===== config.mk =====
export PLATFORM = sky130hd
export DESIGN_NAME = thermometer_seven_segment_display
export DESIGN_NICKNAME = d
export VERILOG_FILES = /design/src/design/tmsd_pkg.sv /design/src/design/thermometer_seven_segment_display.sv
export SDC_FILE = /design/constraint.sdc
export NUM_CORES = 1
export LEC_CHECK = 0
export ABC_AREA = 1
export ABC_CLOCK_PERIOD_IN_PS = 6700
export BUFFER_PORTS_ARGS = -buffer_cell sky130_fd_sc_hd__clkbuf_2
export CAP_MARGIN = 20
export CORE_ASPECT_RATIO = 1.5
export CORE_MARGIN = 2
export CORE_UTILIZATION = 47
export DETAILED_ROUTE_END_ITERATION = 10
export GPL_TIMING_DRIVEN = 0
export PLACE_DENSITY = 0.74
export SYNTH_ARGS = -nofsm -noshare
export SYNTH_HDL_FRONTEND = slang
export SYNTH_SLANG_ARGS = --single-unit

===== constraint.sdc =====
create_clock -name clk_i -period 6.7 [get_ports clk_i]
set_input_delay 1.34 -clock clk_i [delete_from_list [all_inputs] [get_ports clk_i]]
set_output_delay 1.34 -clock clk_i [all_outputs]
set_load 0.02 [all_outputs]

===== src/design/tmsd_pkg.sv =====
package tmsd_pkg;

  // Range and offsets of the conversion
  localparam logic [14:0]        SENSOR_MAX = 15'd28800;
  localparam logic signed [10:0] C_OFFSET   = 11'sd450;
  localparam logic signed [13:0] F_OFFSET   = 14'sd320;
  localparam logic signed [13:0] C_LIMIT    = 14'sd450;
  localparam logic signed [13:0] F_HIGH     = 14'sd1130;
  localparam logic signed [13:0] F_LOW      = -14'sd490;

  // Segment codes and unit marks
  localparam logic [6:0] SEG_E      = 7'b0110111;
  localparam logic [6:0] SEG_R      = 7'b1011111;
  localparam logic [6:0] SEG_MINUS  = 7'b0000100;
  localparam int unsigned UNIT_C_BIT = 28;
  localparam int unsigned UNIT_F_BIT = 29;

  localparam logic [29:0] ERR_WORD = {2'b00, SEG_E, SEG_R, SEG_R, 7'b0000000};

  typedef logic [3:0] digit_t;

  // Map one decimal digit to its segment pattern
  function automatic logic [6:0] seg7(input digit_t d);
    logic [6:0] s;
    case (d)
      4'd0:    s = 7'b1111011;
      4'd1:    s = 7'b1001000;
      4'd2:    s = 7'b0111101;
      4'd3:    s = 7'b1101101;
      4'd4:    s = 7'b1001110;
      4'd5:    s = 7'b1100111;
      4'd6:    s = 7'b1110111;
      4'd7:    s = 7'b1001001;
      4'd8:    s = 7'b1111111;
      4'd9:    s = 7'b1101111;
      default: s = 7'b0000000;
    endcase
    return s;
  endfunction

endpackage


===== src/design/thermometer_seven_segment_display.sv =====
// Converts one raw sensor reading per cycle into a seven-segment display word
// (Celsius or Fahrenheit tenths, or ERR with fault set) through an eight-stage
// pipeline: offset and rounding, times nine, magnitude, divide by five, offset
// and range check, then three stages that split the magnitude into decimal
// digits with constant reciprocal multiplies and encode the segments. The
// throughput of one reading per cycle holds while the output is not stalled.
// A stall on the output backs up only as far as the pipeline is full, so empty
// stages still take new readings while a result waits.
module thermometer_seven_segment_display
  import tmsd_pkg::*;
(
  input  logic        clk_i,
  input  logic        rst_ni,
  input  logic        in_valid_i,
  output logic        in_stall_o,
  input  logic [15:0] sensor_value_i,
  input  logic [7:0]  status_bits_i,
  output logic        out_valid_o,
  input  logic        out_stall_i,
  output logic [29:0] display_word_o,
  output logic        fault_o
);

  localparam int unsigned NSTAGE = 8;

  logic [NSTAGE:1] valid_q;
  logic [NSTAGE:1] adv;

  // Advance a stage when it is empty or its successor advances
  always_comb begin
    adv[NSTAGE] = !valid_q[NSTAGE] || !out_stall_i;
    for (int k = NSTAGE - 1; k >= 1; k--) begin
      adv[k] = !valid_q[k] || adv[k+1];
    end
  end

  assign in_stall_o = !adv[1];

  // Move valid bits along with the data
  always_ff @(posedge clk_i or negedge rst_ni) begin
    if (!rst_ni) begin
      valid_q <= '0;
    end else begin
      if (adv[1]) valid_q[1] <= in_valid_i;
      for (int k = 2; k <= NSTAGE; k++) begin
        if (adv[k]) valid_q[k] <= valid_q[k-1];
      end
    end
  end

  // Stage 1: range check, offset and rounding to Celsius tenths
  logic               err1_d, err1_q, fahr1_q;
  logic signed [10:0] t1_d, t1_q;

  always_comb begin
    err1_d = sensor_value_i[15] || (sensor_value_i[14:0] > SENSOR_MAX) || status_bits_i[2];
    t1_d   = $signed({1'b0, sensor_value_i[14:5]}) - C_OFFSET
           + $signed({10'd0, sensor_value_i[4]});
  end

  always_ff @(posedge clk_i) begin
    if (adv[1]) begin
      err1_q  <= err1_d;
      fahr1_q <= status_bits_i[5];
      t1_q    <= t1_d;
    end
  end

  // Stage 2: times nine for Fahrenheit
  logic               err2_q, fahr2_q;
  logic signed [13:0] t1_ext, p2_d, p2_q;

  always_comb begin
    t1_ext = {{3{t1_q[10]}}, t1_q};
    p2_d   = fahr1_q ? (t1_ext <<< 3) + t1_ext : t1_ext;
  end

  always_ff @(posedge clk_i) begin
    if (adv[2]) begin
      err2_q  <= err1_q;
      fahr2_q <= fahr1_q;
      p2_q    <= p2_d;
    end
  end

  // Stage 3: split into sign and magnitude
  logic        err3_q, fahr3_q, neg3_q;
  logic [12:0] pm3_d, pm3_q;

  assign pm3_d = p2_q[13] ? 13'(-p2_q) : p2_q[12:0];

  always_ff @(posedge clk_i) begin
    if (adv[3]) begin
      err3_q  <= err2_q;
      fahr3_q <= fahr2_q;
      neg3_q  <= p2_q[13];
      pm3_q   <= pm3_d;
    end
  end

  // Stage 4: divide the magnitude by five for Fahrenheit (truncates toward zero)
  logic        err4_q, fahr4_q, neg4_q;
  logic [28:0] prod4;
  logic [12:0] q4_d, q4_q;

  always_comb begin
    prod4 = 29'(pm3_q) * 29'd52429;
    q4_d  = fahr3_q ? {2'b00, prod4[28:18]} : pm3_q;
  end

  always_ff @(posedge clk_i) begin
    if (adv[4]) begin
      err4_q  <= err3_q;
      fahr4_q <= fahr3_q;
      neg4_q  <= neg3_q;
      q4_q    <= q4_d;
    end
  end

  // Stage 5: restore sign, add Fahrenheit offset, check displayed range
  logic               err5_d, err5_q, fahr5_q, neg5_q;
  logic signed [13:0] q4_ext, v5;
  logic [10:0]        mag5_d, mag5_q;

  always_comb begin
    q4_ext = $signed({1'b0, q4_q});
    v5     = neg4_q ? -q4_ext : q4_ext;
    if (fahr4_q) v5 = v5 + F_OFFSET;
    err5_d = err4_q ||
             (fahr4_q ? (v5 > F_HIGH || v5 < F_LOW) : (v5 > C_LIMIT || v5 < -C_LIMIT));
    mag5_d = v5[13] ? 11'(-v5) : v5[10:0];
  end

  always_ff @(posedge clk_i) begin
    if (adv[5]) begin
      err5_q  <= err5_d;
      fahr5_q <= fahr4_q;
      neg5_q  <= v5[13];
      mag5_q  <= mag5_d;
    end
  end

  // Stage 6: magnitude divided by ten
  logic        err6_q, fahr6_q, neg6_q;
  logic [26:0] prod6;
  logic [10:0] mag6_q;
  logic [6:0]  q1_6_q;

  assign prod6 = 27'(mag5_q) * 27'd52429;

  always_ff @(posedge clk_i) begin
    if (adv[6]) begin
      err6_q  <= err5_q;
      fahr6_q <= fahr5_q;
      neg6_q  <= neg5_q;
      mag6_q  <= mag5_q;
      q1_6_q  <= prod6[25:19];
    end
  end

  // Stage 7: tenths digit and magnitude divided by one hundred
  logic        err7_q, fahr7_q, neg7_q;
  logic [10:0] q1x10;
  logic [14:0] prod7;
  digit_t      d0_7_q;
  logic [6:0]  q1_7_q;
  logic [3:0]  q2_7_q;

  always_comb begin
    q1x10 = 11'({q1_6_q, 3'b000}) + 11'({q1_6_q, 1'b0});
    prod7 = 15'(q1_6_q) * 15'd205;
  end

  always_ff @(posedge clk_i) begin
    if (adv[7]) begin
      err7_q  <= err6_q;
      fahr7_q <= fahr6_q;
      neg7_q  <= neg6_q;
      d0_7_q  <= 4'(mag6_q - q1x10);
      q1_7_q  <= q1_6_q;
      q2_7_q  <= prod7[14:11];
    end
  end

  // Stage 8: remaining digits and segment encoding
  logic [6:0]  q2x10;
  digit_t      d1, d2, d3;
  logic [29:0] word_d, word_q;
  logic        fault_q;

  always_comb begin
    q2x10 = 7'({q2_7_q, 3'b000}) + 7'({q2_7_q, 1'b0});
    d1    = 4'(q1_7_q - q2x10);
    d3    = (q2_7_q >= 4'd10) ? 4'd1 : 4'd0;
    d2    = (q2_7_q >= 4'd10) ? 4'(q2_7_q - 4'd10) : q2_7_q;

    word_d = '0;
    word_d[fahr7_q ? UNIT_F_BIT : UNIT_C_BIT] = 1'b1;
    if (d3 != '0) begin
      word_d[27:21] = seg7(d3);
    end else if (neg7_q && d2 != '0) begin
      word_d[27:21] = SEG_MINUS;
    end
    if (d2 != '0 || d3 != '0) begin
      word_d[20:14] = seg7(d2);
    end else if (neg7_q) begin
      word_d[20:14] = SEG_MINUS;
    end
    word_d[13:7] = seg7(d1);
    word_d[6:0]  = seg7(d0_7_q);
    if (err7_q) word_d = ERR_WORD;
  end

  always_ff @(posedge clk_i) begin
    if (adv[8]) begin
      word_q  <= word_d;
      fault_q <= err7_q;
    end
  end

  assign out_valid_o    = valid_q[NSTAGE];
  assign display_word_o = word_q;
  assign fault_o        = fault_q;

endmodule


**Word level (Yosys, flattened, before mapping)**

Memory sizes are Yosys's and may differ from the RTL's. A register that Yosys moved wholly into a read port is not among the register bits.
Index checks and enable logic that the tools add are counted.

- Mux-type cells: 16
- Multiply operators: 3
- Add/sub/neg operators: 12
- Reductions and logical operators: 28
- Magnitude comparators: 8

Operators with widths:

| operator | number |
|---|---|
| two-way mux 14 bit | 3 |
| multiplier 13 x 16 -> 29 bit (second input constant) | 1 |
| < comparator 14 x 10 -> 1 bit (second input constant) | 2 |
| two-way mux 7 bit | 4 |
| multiplier 11 x 16 -> 26 bit (second input constant) | 1 |
| two-way mux 11 bit | 2 |
| greater-than comparator 15 bit (second input constant) | 1 |
| multiplier 7 x 8 -> 15 bit (second input constant) | 1 |
| adder 14 x 10 -> 14 bit (second input constant) | 1 |
| adder 14 x 11 -> 14 bit | 1 |
| greater-than comparator 14 x 10 -> 1 bit (second input constant) | 1 |
| greater-than comparator 14 x 12 -> 1 bit (second input constant) | 1 |
| logical OR 1 bit | 14 |
| negation 13 -> 14 bit | 1 |
| two-way mux 13 bit | 1 |
| negation 13 bit | 1 |
| adder 11 x 2 -> 11 bit | 1 |
| negation 11 bit | 1 |
| subtractor 10 x 9 -> 11 bit (second input constant) | 1 |
| zero test 1 bit | 10 |
| adder 4 bit | 2 |
| nonzero test 4 bit | 2 |
| subtractor 4 bit | 2 |
| < comparator 5 x 6 -> 1 bit (second input constant) | 1 |
| other kinds (7) | 11 |

- Memory bits (read-only): 448
- Memories kept: 4
- Output and inout bits: 33
- Logic and storage cells: 111
- Register bits: 143

Memories:

| memory | words | bits a word | read ports | clocked after Yosys merged registers in | wr ports | RTL line | source |
|---|---|---|---|---|---|---|---|
| (no name shown) | 16 | 7 | 1 | 0 | 0 | tmsd_pkg.sv:25 | `case (d)` |
| (no name shown) | 16 | 7 | 1 | 0 | 0 | tmsd_pkg.sv:25 |  |
| (no name shown) | 16 | 7 | 1 | 1 | 0 | tmsd_pkg.sv:25 |  |
| (no name shown) | 16 | 7 | 1 | 1 | 0 | tmsd_pkg.sv:25 |  |

**Logic depth before layout (Yosys ltp)**

- Depth after elaboration: 10
- Mapped depth: 23

**Worst setup path before layout**

No wires, ideal clock.

- Path kind: input port to output port
- Start point: input out_stall_i
- End point: output in_stall_o
- Required time: 5.360 ns
- Buffers on the path: 0
- Stages on the path: 14
- Arrival: 4.827 ns
- Slack: 0.533 ns
- Cell sequence: nand2_1 > nor2_1 > inv_1 > nor2_1 > inv_1 > nor2_1 > inv_1 > nor2_1 > inv_1 > nor2_1 > inv_1 > nor2_1 > inv_1 > nor2_1

- Cells in the longest elaborated chain, start to end: 10

RTL lines:

| element | RTL line | source |
|---|---|---|
| from (decl) | thermometer_seven_segment_display.sv:19 | `input logic out_stall_i,` |
| zero test 1 bit | thermometer_seven_segment_display.sv:31 | `adv[NSTAGE] = !valid_q[NSTAGE] \|\| !out_stall_i;` |
| logical OR 1 bit | thermometer_seven_segment_display.sv:31 |  |
| logical OR 1 bit | thermometer_seven_segment_display.sv:33 | `adv[k] = !valid_q[k] \|\| adv[k+1];` |
| net adv, one bit | thermometer_seven_segment_display.sv:27 | `logic [NSTAGE:1] adv;` |
| logical OR 1 bit | thermometer_seven_segment_display.sv:33 |  |
| net adv, one bit | thermometer_seven_segment_display.sv:27 |  |
| logical OR 1 bit | thermometer_seven_segment_display.sv:33 |  |
| net adv, one bit | thermometer_seven_segment_display.sv:27 |  |
| logical OR 1 bit | thermometer_seven_segment_display.sv:33 |  |
| net adv, one bit | thermometer_seven_segment_display.sv:27 |  |
| logical OR 1 bit | thermometer_seven_segment_display.sv:33 |  |
| net adv, one bit | thermometer_seven_segment_display.sv:27 |  |
| logical OR 1 bit | thermometer_seven_segment_display.sv:33 |  |
| net adv, one bit | thermometer_seven_segment_display.sv:27 |  |
| logical OR 1 bit | thermometer_seven_segment_display.sv:33 |  |
| zero test 1 bit | thermometer_seven_segment_display.sv:37 | `assign in_stall_o = !adv[1];` |
| to (decl) | thermometer_seven_segment_display.sv:15 | `output logic in_stall_o,` |

The timed path passes the listed nets, and every way through them passes these cells.

**Final worst setup path**

- Start point: input out_stall_i
- End point: output in_stall_o

- Cells in the longest elaborated chain, start to end: 10

RTL lines:

| element | RTL line |
|---|---|
| zero test 1 bit | thermometer_seven_segment_display.sv:31 |
| logical OR 1 bit | thermometer_seven_segment_display.sv:31 |
| net adv, one bit | thermometer_seven_segment_display.sv:27 |
| logical OR 1 bit | thermometer_seven_segment_display.sv:33 |
| net adv, one bit | thermometer_seven_segment_display.sv:27 |
| logical OR 1 bit | thermometer_seven_segment_display.sv:33 |
| net adv, one bit | thermometer_seven_segment_display.sv:27 |
| logical OR 1 bit | thermometer_seven_segment_display.sv:33 |
| net adv, one bit | thermometer_seven_segment_display.sv:27 |
| logical OR 1 bit | thermometer_seven_segment_display.sv:33 |
| net adv, one bit | thermometer_seven_segment_display.sv:27 |
| logical OR 1 bit | thermometer_seven_segment_display.sv:33 |
| net adv, one bit | thermometer_seven_segment_display.sv:27 |
| logical OR 1 bit | thermometer_seven_segment_display.sv:33 |
| net adv, one bit | thermometer_seven_segment_display.sv:27 |
| logical OR 1 bit | thermometer_seven_segment_display.sv:33 |
| zero test 1 bit | thermometer_seven_segment_display.sv:37 |

The timed path passes the listed nets, and every way through them passes these cells.

==> results.cfg <==
[timing]
fin_skew_ps = 11.2
worstMarginPinSlew_ps = 669
rsz0062_at_grt = no
maxSlewViolCount = 0
period_needed_ps = 6010
finalCritPeriodShare = 0.897
hold_viol_final = 0
maxSlewHeadroom = 0.549
setup_viol_count_final = 0
max_freq_ghz = 0.166
finalSetupTns_ps = 0

[route]
postRouteAntennaNets = 0
totalWireLength_microns = 29500
vias_per_cell = 5.08
dr.first_iter.drc_count = 486
drc = 0
drt_pass1_iterations = 6
routed-via-count = 10400
routedWlPerCell_microns = 14.4

[job]
cap_violations = 0

[global_routing]
grt_overflow_total = 0
grt_pass1_wl_microns = 49800
grt_pass1_vias = 10900
grt_use_total = 0.197
grt_max_degree = 30
antenna_found_initial = 0

[floorplanning]
die_area_sq_um = 31300
die_x_microns = 145
coreArea_sq_um = 29400
die-height_microns = 216
initial_core_util = 0.477
rows = 77
boundaryPins = 61

[clock_tree]
ctsRootBufferMaster = clkbuf_16
clkTransAtPathRegs_ps = 60
cts_tree = yes
cts_htree_levels = 4
clk_latency_ps = 430
cts.path.max_buffers = 2
cts.sink_count = 139
cts-hold-fix-buffers = 0
cts_made_buffers = 17

[synthesis]
synth_area_sq_um = 14000
ys.flop_type = edfxtp_1
yosysSeqAreaShare = 0.295
synth_warnings = 0
avgSynthCellArea_sq_um = 8.95
syn_nets = 1918
synthCells = 1567
synth.distinct_cells = 47
async_reset_ff_frac = 0.0576
synth_edf_count = 131
ys_ff_latch = 139

[worst_setup_path]
path_max_fanout = 29
crit_arrival_ps = 4670
crit_required_ps = 5360
cp-start-kind = input pin
critPathKind = in -> out
crit_path_end_kind = output port

[cells_and_area]
nets = 1994
final_common_cell = inv_1
drive_gt1_frac = 0.0870
fillCellCount = 2606
final_cell_mix = inv_1 (351), nand2_1 (243), ha_1 (228)
area_delta_synth_final_pct = 10.1
diodes = 0

[placed_design]
dp_hpwl_microns = 25500
place_congestion = 0.943
io_buffers = 54

[worst_hold_path]
min_path_type = reg -> reg

[outcome]
outcome = finished clean
[cell families after synthesis]
group                      share of synthesized area
adders and majority gates                      0.339
and+or+nand+nor                                0.154
buffers and inverters                          0.102
DFF                                            0.295
AOI/OAI and AO/OA                             0.0734
xor gates and xnor gates                      0.0368
[worst max-delay path, cell delays in order]
cell,delay (ps)
clkbuf_2,110
nand2_4,280
nor2_1,70
inv_1,460
nor2_1,140
clkinvlp_4,130
nor2_1,40
inv_1,420
nor2_1,170
clkinvlp_4,120
nor2_1,40
inv_1,450
nor2_1,80
inv_1,480
nor2_1,140
clkbuf_2,190
[stage by stage]
stage	cell area (sq um)	util	instances	hold WS [ps]	setup slack, ps
3_3_place_gp	14800	0.503	2016	403	-497
3_5_place_dp	14800	0.503	2016	411	-719
2_1_floorplan	14000	-	1567	400	533
6_report	15400	0.525	2051	415	689
5_1_grt	15400	0.525	2051	430	176
4_1_cts	15400	0.525	2049	417	158
[sequential cells by signal, summed over array words and instances (netlist names), 7 cells and up]
register        cells
display_word_o     26
p2_q               14
q1_6_q              7
q4_q               13
mag5_q             11
t1_q               11
pm3_q              13
valid_q             8
[timing repair]
action / in CTS / in global routing
setup buffers: 1 / 2
gates resized for setup: 3 / 1
pin swaps: 0 / 0
gates cloned: 0 / 0
endpoints found under the setup margin: 1 / 1
[layer usage]
layer  up-vias  routed length [microns]  track usage
li1       5223                        -            -
met1      4944                    10100        0.186
met2       179                    17100        0.403
met3        83                      616       0.0220
met4         0                     1710        0.108
met5         -                        0            0
[cell type report]
type / count / area (sq um) / share of cell area
plain buffers: 13 / 86.3 / 0.00559
repair buffers: 57 / 293 / 0.0190
well taps: 395 / 494 / 0.0320
clock inverters: 11 / 171 / 0.0111
flip-flops and latches: 139 / 4130 / 0.268
multi-input cells: 1058 / 8470 / 0.549
inverters: 357 / 1350 / 0.0873
clock buffers: 21 / 440 / 0.0285
[path summary, 6_finish.rpt]
path                                  start          to  slack [ps]  depth (start not counted)
worst max-delay path            out_stall_i  in_stall_o         690                         16
worst min-delay path                 neg6_q      neg7_q         420                          0
worst max register to register    pm3_q[10]     q4_q[8]        1230                         21
worst min register to register       neg6_q      neg7_q         420                          0
max in group asynchronous            rst_ni  valid_q[4]        5760                          1
min in group asynchronous            rst_ni  valid_q[8]         760                          1
[synthesized netlist by cell type, types with 5 or more instances]
library cell | count | area share
o21ai_1 | 5 | 0.0018
a21o_1 | 5 | 0.0027
nand2_2 | 13 | 0.0058
xnor2_1 | 21 | 0.013
o21ai_0 | 63 | 0.022
a31oi_1 | 7 | 0.0031
inv_1 | 353 | 0.094
edfxtp_1 | 131 | 0.28
nand4_1 | 12 | 0.0054
nand2_1 | 244 | 0.065
nor3_1 | 20 | 0.0071
clkbuf_1 | 6 | 0.0016
nand3_1 | 66 | 0.024
ha_1 | 228 | 0.20
a21oi_1 | 72 | 0.026
nor2_1 | 103 | 0.028
or2_2 | 14 | 0.0062
xor2_1 | 38 | 0.024
fa_1 | 95 | 0.14
dfrtp_1 | 8 | 0.014
Power is left out: the tool's default activity adds up to more than one toggle a clock period on the data nets, which glitch-free logic cannot reach.
